### src/sv/sks_pkg.sv
package sks_pkg;

  // Width of the noise and uncertainty values (unsigned Q8.8).
  localparam int unsigned UNC_W = 16;
  // Width of the gain denominator p + r.
  localparam int unsigned DEN_W = UNC_W + 1;

  // Register map, indexed by paddr[3:2].
  localparam logic [1:0] REG_MEAS_NOISE    = 2'd0;
  localparam logic [1:0] REG_PROCESS_NOISE = 2'd1;
  localparam logic [1:0] REG_INIT_UNC      = 2'd2;

  // Register reset values: 7.5 and 1.0 in Q8.8.
  localparam logic [UNC_W-1:0] MEAS_NOISE_RST    = 16'd1920;
  localparam logic [UNC_W-1:0] PROCESS_NOISE_RST = 16'd256;
  localparam logic [UNC_W-1:0] INIT_UNC_RST      = 16'd256;

  // Commands from the controller to the datapath, at most one per cycle.
  typedef struct packed {
    logic load;       // take the input item, seed on a first sample
    logic pred;       // predicted uncertainty and divisor
    logic div_first;  // integer quotient bit of the gain
    logic div_step;   // one fractional quotient bit
    logic mul;        // both products
    logic upd;        // round, saturate, commit the new state
    logic out_load;   // copy the state to the output register
  } sks_cmd_t;

endpackage

### src/sv/scalar_kalman_snr_smoother.sv
// Scalar Kalman smoother for link SNR samples in signed Q8.8 dB. Each item
// gives one result: the filtered estimate, its uncertainty and the last flag.
// A first flag seeds the estimate with the sample and the uncertainty with
// the initial_uncertainty register. After an item is accepted, the controller
// steps through predict, the integer gain bit, the fractional gain bits,
// multiply, update and output load; no new item is taken until the result is
// loaded. The gain p/(p+r) comes from a restoring divider that produces one
// quotient bit per cycle. The block takes a new item while a finished result
// still waits in the output register. Registers (32-bit APB, byte addresses):
// 0x0 meas_noise, 0x4 process_noise, 0x8 initial_uncertainty, all unsigned Q8.8; write them only while idle.
module scalar_kalman_snr_smoother #(
  parameter int unsigned SAMPLE_WIDTH   = 16,
  parameter int unsigned GAIN_FRAC_BITS = 16
) (
  input  logic                      clk_i,
  input  logic                      rst_ni,
  // Configuration port
  input  logic                      psel,
  input  logic                      penable,
  input  logic                      pwrite,
  input  logic [3:0]                paddr,
  input  logic [31:0]               pwdata,
  output logic [31:0]               prdata,
  output logic                      pready,
  // Input channel
  input  logic                      in_valid_i,
  output logic                      in_stall_o,
  input  logic [SAMPLE_WIDTH-1:0]   snr_sample_i,
  input  logic                      first_sample_i,
  input  logic                      last_sample_i,
  // Output channel
  output logic                      out_valid_o,
  input  logic                      out_stall_i,
  output logic [SAMPLE_WIDTH-1:0]   snr_estimate_o,
  output logic [sks_pkg::UNC_W-1:0] uncertainty_o,
  output logic                      final_result_o
);
  import sks_pkg::*;

  logic [UNC_W-1:0] meas_noise_q;
  logic [UNC_W-1:0] process_noise_q;
  logic [UNC_W-1:0] init_unc_q;
  logic             cfg_wr;
  sks_cmd_t         cmd;

  assign pready = 1'b1;
  assign cfg_wr = psel && penable && pwrite;

  // Register writes; other addresses are ignored.
  always_ff @(posedge clk_i or negedge rst_ni) begin
    if (!rst_ni) begin
      meas_noise_q    <= MEAS_NOISE_RST;
      process_noise_q <= PROCESS_NOISE_RST;
      init_unc_q      <= INIT_UNC_RST;
    end else if (cfg_wr) begin
      unique case (paddr[3:2])
        REG_MEAS_NOISE:    meas_noise_q    <= pwdata[UNC_W-1:0];
        REG_PROCESS_NOISE: process_noise_q <= pwdata[UNC_W-1:0];
        REG_INIT_UNC:      init_unc_q      <= pwdata[UNC_W-1:0];
        default: begin
        end
      endcase
    end
  end

  // Register reads.
  always_comb begin
    unique case (paddr[3:2])
      REG_MEAS_NOISE:    prdata = {16'd0, meas_noise_q};
      REG_PROCESS_NOISE: prdata = {16'd0, process_noise_q};
      REG_INIT_UNC:      prdata = {16'd0, init_unc_q};
      default:           prdata = '0;
    endcase
  end

  sks_ctrl #(
    .GAIN_FRAC_BITS (GAIN_FRAC_BITS)
  ) u_ctrl (
    .clk_i       (clk_i),
    .rst_ni      (rst_ni),
    .in_valid_i  (in_valid_i),
    .in_stall_o  (in_stall_o),
    .out_valid_o (out_valid_o),
    .out_stall_i (out_stall_i),
    .cmd_o       (cmd)
  );

  sks_dpath #(
    .SAMPLE_WIDTH   (SAMPLE_WIDTH),
    .GAIN_FRAC_BITS (GAIN_FRAC_BITS)
  ) u_dpath (
    .clk_i           (clk_i),
    .rst_ni          (rst_ni),
    .cmd_i           (cmd),
    .snr_sample_i    (snr_sample_i),
    .first_sample_i  (first_sample_i),
    .last_sample_i   (last_sample_i),
    .meas_noise_i    (meas_noise_q),
    .process_noise_i (process_noise_q),
    .init_unc_i      (init_unc_q),
    .snr_estimate_o  (snr_estimate_o),
    .uncertainty_o   (uncertainty_o),
    .final_result_o  (final_result_o)
  );

  // The controller issues at most one datapath command per cycle.
  assert property (@(posedge clk_i) disable iff (!rst_ni) $onehot0(cmd))
    else $error("more than one datapath command at once");

  // An accepted item keeps the input side stalled while it is worked on.
  assert property (@(posedge clk_i) disable iff (!rst_ni)
    (in_valid_i && !in_stall_o) |=> in_stall_o)
    else $error("input not stalled after an item was accepted");

  // A new result is only loaded at the end of an item's work.
  assert property (@(posedge clk_i) disable iff (!rst_ni)
    cmd.out_load |-> ($past(cmd.upd) || $past(cmd.out_load) == 1'b0) && in_stall_o)
    else $error("result loaded outside the end of an item");

endmodule

### src/sv/sks_ctrl.sv
module sks_ctrl #(
  parameter int unsigned GAIN_FRAC_BITS = 16
) (
  input  logic              clk_i,
  input  logic              rst_ni,
  input  logic              in_valid_i,
  output logic              in_stall_o,
  output logic              out_valid_o,
  input  logic              out_stall_i,
  output sks_pkg::sks_cmd_t cmd_o
);
  import sks_pkg::*;

  localparam int unsigned CNT_W = $clog2(GAIN_FRAC_BITS);

  typedef enum logic [2:0] {
    S_IDLE,
    S_PRED,
    S_DIV0,
    S_DIV,
    S_MUL,
    S_UPD,
    S_OUT
  } state_e;

  state_e           state_q, state_d;
  logic [CNT_W-1:0] cnt_q, cnt_d;
  logic             out_valid_q, out_valid_d;
  logic             out_free;

  // The output register is free when empty or being emptied this cycle.
  assign out_free = !out_valid_q || !out_stall_i;

  // Next state and commands.
  always_comb begin
    state_d     = state_q;
    cnt_d       = cnt_q;
    out_valid_d = out_valid_q;
    cmd_o       = '0;
    if (out_valid_q && !out_stall_i) begin
      out_valid_d = 1'b0;
    end
    unique case (state_q)
      S_IDLE: begin
        if (in_valid_i) begin
          cmd_o.load = 1'b1;
          state_d    = S_PRED;
        end
      end
      S_PRED: begin
        cmd_o.pred = 1'b1;
        state_d    = S_DIV0;
      end
      S_DIV0: begin
        cmd_o.div_first = 1'b1;
        cnt_d           = '0;
        state_d         = S_DIV;
      end
      S_DIV: begin
        cmd_o.div_step = 1'b1;
        cnt_d          = cnt_q + 1'b1;
        if (cnt_q == CNT_W'(GAIN_FRAC_BITS - 1)) begin
          state_d = S_MUL;
        end
      end
      S_MUL: begin
        cmd_o.mul = 1'b1;
        state_d   = S_UPD;
      end
      S_UPD: begin
        cmd_o.upd = 1'b1;
        state_d   = S_OUT;
      end
      S_OUT: begin
        if (out_free) begin
          cmd_o.out_load = 1'b1;
          out_valid_d    = 1'b1;
          state_d        = S_IDLE;
        end
      end
      default: begin
        state_d = S_IDLE;
      end
    endcase
  end

  // State, step counter and output valid.
  always_ff @(posedge clk_i or negedge rst_ni) begin
    if (!rst_ni) begin
      state_q     <= S_IDLE;
      cnt_q       <= '0;
      out_valid_q <= 1'b0;
    end else begin
      state_q     <= state_d;
      cnt_q       <= cnt_d;
      out_valid_q <= out_valid_d;
    end
  end

  assign in_stall_o  = (state_q != S_IDLE);
  assign out_valid_o = out_valid_q;

endmodule

### src/sv/sks_dpath.sv
module sks_dpath #(
  parameter int unsigned SAMPLE_WIDTH   = 16,
  parameter int unsigned GAIN_FRAC_BITS = 16
) (
  input  logic                      clk_i,
  input  logic                      rst_ni,
  input  sks_pkg::sks_cmd_t         cmd_i,
  input  logic [SAMPLE_WIDTH-1:0]   snr_sample_i,
  input  logic                      first_sample_i,
  input  logic                      last_sample_i,
  input  logic [sks_pkg::UNC_W-1:0] meas_noise_i,
  input  logic [sks_pkg::UNC_W-1:0] process_noise_i,
  input  logic [sks_pkg::UNC_W-1:0] init_unc_i,
  output logic [SAMPLE_WIDTH-1:0]   snr_estimate_o,
  output logic [sks_pkg::UNC_W-1:0] uncertainty_o,
  output logic                      final_result_o
);
  import sks_pkg::*;

  localparam int unsigned SW    = SAMPLE_WIDTH;
  localparam int unsigned GF    = GAIN_FRAC_BITS;
  localparam int unsigned REM_W = DEN_W + 1;
  localparam int unsigned PE_W  = SW + GF + 2;    // diff * gain
  localparam int unsigned PP_W  = GF + 1 + UNC_W; // (1 - gain) * p
  localparam int unsigned ST_W  = SW + 2;         // step and sum
  localparam logic [PE_W-1:0] HALF_E = PE_W'(1) << (GF - 1);
  localparam logic [PP_W-1:0] HALF_P = PP_W'(1) << (GF - 1);
  localparam logic [GF:0]     GAIN_ONE = (GF + 1)'(1) << GF;

  logic [SW-1:0]       smp_q;
  logic                last_q;
  logic [SW-1:0]       est_q;
  logic [UNC_W-1:0]    unc_q;
  logic [UNC_W-1:0]    p_q;
  logic [DEN_W-1:0]    den_q;
  logic [DEN_W-1:0]    rem_q;
  logic [GF-1:0]       quo_q;
  logic                top_q;
  logic                dzero_q;
  logic signed [PE_W-1:0] prod_e_q;
  logic [PP_W-1:0]     prod_p_q;
  logic [SW-1:0]       out_est_q;
  logic [UNC_W-1:0]    out_unc_q;
  logic                out_last_q;

  logic [DEN_W-1:0]    p_sum;
  logic [UNC_W-1:0]    p_sat;
  logic [DEN_W-1:0]    p_ext;
  logic [REM_W-1:0]    rem_sh;
  logic                step_ge;
  logic [GF-1:0]       gain;
  logic [GF:0]         one_minus;
  logic [SW:0]         diff;
  logic signed [PE_W-1:0] rnd_e;
  logic signed [ST_W-1:0] step;
  logic signed [ST_W-1:0] nxt;
  logic [SW-1:0]       nxt_sat;
  logic [PP_W-1:0]     rnd_p;

  // Predicted uncertainty, saturated to 16 bits.
  assign p_sum = {1'b0, unc_q} + {1'b0, process_noise_i};
  assign p_sat = p_sum[DEN_W-1] ? {UNC_W{1'b1}} : p_sum[UNC_W-1:0];
  assign p_ext = {1'b0, p_q};

  // Restoring division step: one fractional gain bit per cycle.
  assign rem_sh  = {rem_q, 1'b0};
  assign step_ge = (rem_sh >= {1'b0, den_q});

  // Gain is zero for a zero divisor and clamps just below one.
  always_comb begin
    if (dzero_q) begin
      gain = '0;
    end else if (top_q) begin
      gain = '1;
    end else begin
      gain = quo_q;
    end
  end

  assign one_minus = GAIN_ONE - {1'b0, gain};
  assign diff      = {smp_q[SW-1], smp_q} - {est_q[SW-1], est_q};

  // Rounded step (ties toward plus infinity) and saturated new estimate.
  assign rnd_e = prod_e_q + $signed(HALF_E);
  assign step  = rnd_e[PE_W-1:GF];
  assign nxt   = ST_W'($signed(est_q)) + step;
  always_comb begin
    if (nxt[ST_W-1:SW-1] == '0 || nxt[ST_W-1:SW-1] == '1) begin
      nxt_sat = nxt[SW-1:0];
    end else if (nxt[ST_W-1]) begin
      nxt_sat = {1'b1, {(SW-1){1'b0}}};
    end else begin
      nxt_sat = {1'b0, {(SW-1){1'b1}}};
    end
  end

  assign rnd_p = prod_p_q + HALF_P;

  // Filter state: estimate and uncertainty.
  always_ff @(posedge clk_i or negedge rst_ni) begin
    if (!rst_ni) begin
      est_q <= '0;
      unc_q <= '0;
    end else begin
      if (cmd_i.load && first_sample_i) begin
        est_q <= snr_sample_i;
        unc_q <= init_unc_i;
      end else if (cmd_i.upd) begin
        est_q <= nxt_sat;
        unc_q <= rnd_p[GF+UNC_W-1:GF];
      end
    end
  end

  // Working registers for one item.
  always_ff @(posedge clk_i) begin
    if (cmd_i.load) begin
      smp_q  <= snr_sample_i;
      last_q <= last_sample_i;
    end
    if (cmd_i.pred) begin
      p_q   <= p_sat;
      den_q <= {1'b0, p_sat} + {1'b0, meas_noise_i};
    end
    if (cmd_i.div_first) begin
      top_q   <= (p_ext >= den_q);
      rem_q   <= (p_ext >= den_q) ? (p_ext - den_q) : p_ext;
      quo_q   <= '0;
      dzero_q <= (den_q == '0);
    end
    if (cmd_i.div_step) begin
      rem_q <= step_ge ? DEN_W'(rem_sh - {1'b0, den_q}) : rem_sh[DEN_W-1:0];
      quo_q <= {quo_q[GF-2:0], step_ge};
    end
    if (cmd_i.mul) begin
      prod_e_q <= PE_W'($signed(diff)) * PE_W'($signed({1'b0, gain}));
      prod_p_q <= PP_W'(one_minus) * PP_W'(p_q);
    end
    if (cmd_i.out_load) begin
      out_est_q  <= est_q;
      out_unc_q  <= unc_q;
      out_last_q <= last_q;
    end
  end

  assign snr_estimate_o = out_est_q;
  assign uncertainty_o  = out_unc_q;
  assign final_result_o = out_last_q;

endmodule
### config.mk
export PLATFORM = sky130hd
export DESIGN_NAME = scalar_kalman_snr_smoother
export DESIGN_NICKNAME = d
export VERILOG_FILES = /design/src/sv/sks_pkg.sv /design/src/sv/scalar_kalman_snr_smoother.sv /design/src/sv/sks_ctrl.sv /design/src/sv/sks_dpath.sv
export SDC_FILE = /design/constraint.sdc
export NUM_CORES = 2
export LEC_CHECK = 0
export ABC_AREA = 1
export BUFFER_PORTS_ARGS = -buffer_cell sky130_fd_sc_hd__buf_2
export CELL_PAD_IN_SITES_DETAIL_PLACEMENT = 1
export CELL_PAD_IN_SITES_GLOBAL_PLACEMENT = 1
export CORE_ASPECT_RATIO = 1.5
export CORE_MARGIN = 2
export CORE_UTILIZATION = 45
export DETAILED_ROUTE_END_ITERATION = 12
export PLACE_DENSITY = 0.82
export SLEW_MARGIN = 5
export SYNTH_ARGS = -nofsm -noshare
export SYNTH_HDL_FRONTEND = slang
export SYNTH_HIERARCHICAL = 1
export SYNTH_SLANG_ARGS = --single-unit
### constraint.sdc
create_clock -name clk_i -period 15.5 [get_ports clk_i]
set_input_delay 1.55 -clock clk_i [delete_from_list [all_inputs] [get_ports clk_i]]
set_output_delay 1.55 -clock clk_i [all_outputs]
set_load 0.02 [all_outputs]
==> qor.csv <==
stage,metric,value,unit
timing,hold_violations,0,
status,status,finished clean,
grt,grt_overflow_total,0,
cells_and_area,nets,5301,
cells_and_area,nFillCells,9656,
drt,vias,30380,
timing,fin_skew,0.03017,ns
grt,grt-busiest-layer,met2,
drt,drc,0,
timing,worst_pin_slew,1.140,ns
place,dp_hpwl,99760,um
cells_and_area,finalInstanceArea,0.03768,mm2
clock_network,clockRootBuffer,clkbuf_16,
synthesis,syn_avg_cell_area,8.000,um2
synthesis,yosys-top-cells-area,"fa_1 (27%), edfxtp_1 (13%), nand2_1 (11%)",
synthesis,synthTopCellsByCount,"nand2_1 (991), inv_1 (912), fa_1 (483)",
timing,fin_crit,9.152,ns
clock_network,clk_latency,0.61,ns
grt,antenna_found_initial,4,
synthesis,ys.flop_type,edfxtp_1,
drt,drtIter0Drc,1598,
worst_setup_path,critical_path_class,reg -> reg,
synthesis,syn_inst,4412,
timing,finalSetupViolCount,0,
floorplan,io_pins,129,
synthesis,yosysMostFrequentCell,nand2_1,
timing,fmax,109.3,MHz
clock_network,cts_buffer_depth,3,
worst_setup_path,crit_path_end_kind,flop,
hold_path,hp-start,u_dpath/last_q,
floorplan,start_util,45.50,%
synthesis,netlist_area,0.03530,mm2
timing,rsz0062_at_grt,no,
clock_network,cts_inserted_buffers,27,
clock_network,cts_setup_buffers,0,
clock_network,ctsResizeCount,0,
place,numPortBuffers,93,
worst_setup_path,cp-start-kind,flop,
hold_path,whs_endpoint,u_dpath/final_result_o,
worst_setup_path,arrival,9.54,ns
cells_and_area,multi_input_comb_area,0.02444,mm2
clock_network,holdBufCountCts,0,
timing,timing.hold.ws,0.4192,ns
drt,first_pass_iters,5,
synthesis,yosysWarningCount,6,
cells_and_area,area_growth,6.771,%
synthesis,yosysTopAreaCellShare,27.40,%
clock_network,clock-sinks,242,
drt,routed_wire_length_per_instance,22.10,um
cells_and_area,drive_gt1_share,6.254,%
synthesis,ys_seq_area_share,19.36,%
timing,fin_crit_sh,59.05,%
cells_and_area,regArea,0.006834,mm2
grt,use_met1,30.01,%
clock_network,cts_tree,built,
worst_setup_path,critPathSlowestCell,fa_1,
floorplan,core_area,0.07757,mm2
place,dpl_cell_area,0.03681,mm2
grt,met2_usage,57.56,%
timing,final.setup.tns,0,ns
worst_setup_path,crit_buf_inv,8,
worst_setup_path,worstPathMaxFanout,19,
grt,grt_first_pass_wirelength,190400,um
hold_path,worstHoldPathCells,0,
drt,wl,121800,um
grt,use_met3,4.213,%
floorplan,die_w,232.7,um
synthesis,ys_ff_latch,242,
synthesis,yosysUniqueCellTypes,60,
worst_setup_path,cpPeakStageDelay,0.71,ns
grt,grt_usage,30.79,%
grt,grt_max_degree,53,
floorplan,die-area,0.08073,mm2
synthesis,synth_edf_count,154,
clock_network,cts_htree_levels,1,
worst_setup_path,critical_path.top_delay_family,adder cells,
place,globalplace.congestion,0.9804,
drt,ant_nets,0,
grt,grt_pass1_vias,34740,
floorplan,die_y,347,um
clock_network,clk_pin_slew,0.06,ns
worst_setup_path,path_depth,32,
worst_setup_path,r2r_cells,32,
floorplan,num_rows,125,
worst_setup_path,path_common_cell,nand2_1,
hold_path,min_path_type,reg -> reg,
job,maxCapViolCount,0,
worst_setup_path,crit_start,u_dpath/top_q,
timing,slew_viol_final,0,
worst_setup_path,cp_data_required_time,15.89,ns
timing,slew-limit-headroom,24.01,%
synthesis,synth_top_area_cell,fa_1,
drt,routed_via_density,5.513,
cells_and_area,final_util,48.58,%
worst_setup_path,reg2reg_slack,6.35,ns
worst_setup_path,r2r_start,u_dpath/top_q,
synthesis,synth-async-reset-ratio,36.36,%
worst_setup_path,worstReg2RegEnd,u_dpath/prod_p_q[26],
how the worst max path moves through the flow:
stage / endpoint / slack (ns)
final: u_dpath/prod_p_q[26] / 6.35
after global routing: u_dpath/prod_p_q[28] / 6.06
after CTS: u_dpath/prod_e_q[33] / 6.70
after detailed placement: u_dpath/prod_p_q[26] / 6.72
after global placement: u_dpath/prod_p_q[26] / 6.99
after floorplan: u_dpath/prod_e_q[33] / 8.41
cells in the final DEF (no fill, tap or decap), drive strengths merged, types with 36 or more instances in the layout:
master and n:
xnor2 50, buf 128, inv 933, clkbuf 36
edfxtp 154, fa 483, nand3 215, xor2 91
nor2 438, nand2 1015, nor3 39, dfrtp 82
o21ai 137, ha 285, a21oi 167
routing by layer:
| metal | vias up | wire (um) |
|---|---|---|
| li1 | 13670 | - |
| met1 | 15210 | 40510 |
| met2 | 968 | 64510 |
| met3 | 527 | 5541 |
| met4 | 2 | 11210 |
| met5 | - | 11 |
per-stage QoR:
stage               cells  worst slack (ns)
floorplan            4427             8.406
global placement     5459             6.989
detailed placement   5459             6.717
CTS                  5509             6.700
global route         5509             6.063
finish               5511             6.348
logic make-up after synthesis:
group | count (synthesis) | share of synthesized area [%]
other | 2 | 0.02128
AND/OR/NAND/NOR | 1796 | 21.24
XOR/XNOR | 141 | 3.520
flip-flops | 242 | 19.36
AO/OA/AOI/OAI | 411 | 6.743
buffers and inverters | 1052 | 11.61
adder cells (fa/ha/maj) | 768 | 37.50
state kept, by name, summed over array words and instances (netlist names), 16 cells and up:
signal,count
u_dpath/quo_q,16
u_dpath/prod_p_q,17
u_dpath/smp_q,16
u_dpath/prod_e_q,19
u_dpath/snr_estimate_o,16
u_dpath/rem_q,17
u_dpath/uncertainty_o,16
init_unc_q,16
meas_noise_q,16
process_noise_q,16
u_dpath/est_q,16
u_dpath/unc_q,16
u_dpath/p_q,16
u_dpath/den_q,17
area by class of cell:
class	instances	share of cell area, %
well taps	1016	3.373
clock inverters	14	0.3453
clock buffers	36	1.962
repair buffers	128	1.939
multi-input cells	3133	64.86
inverters	940	9.370
diodes	2	0.01328
flip-flops and latches	242	18.13
Power is left out: the tool's default activity adds up to more than one toggle a clock period on the data nets, which glitch-free logic cannot reach.
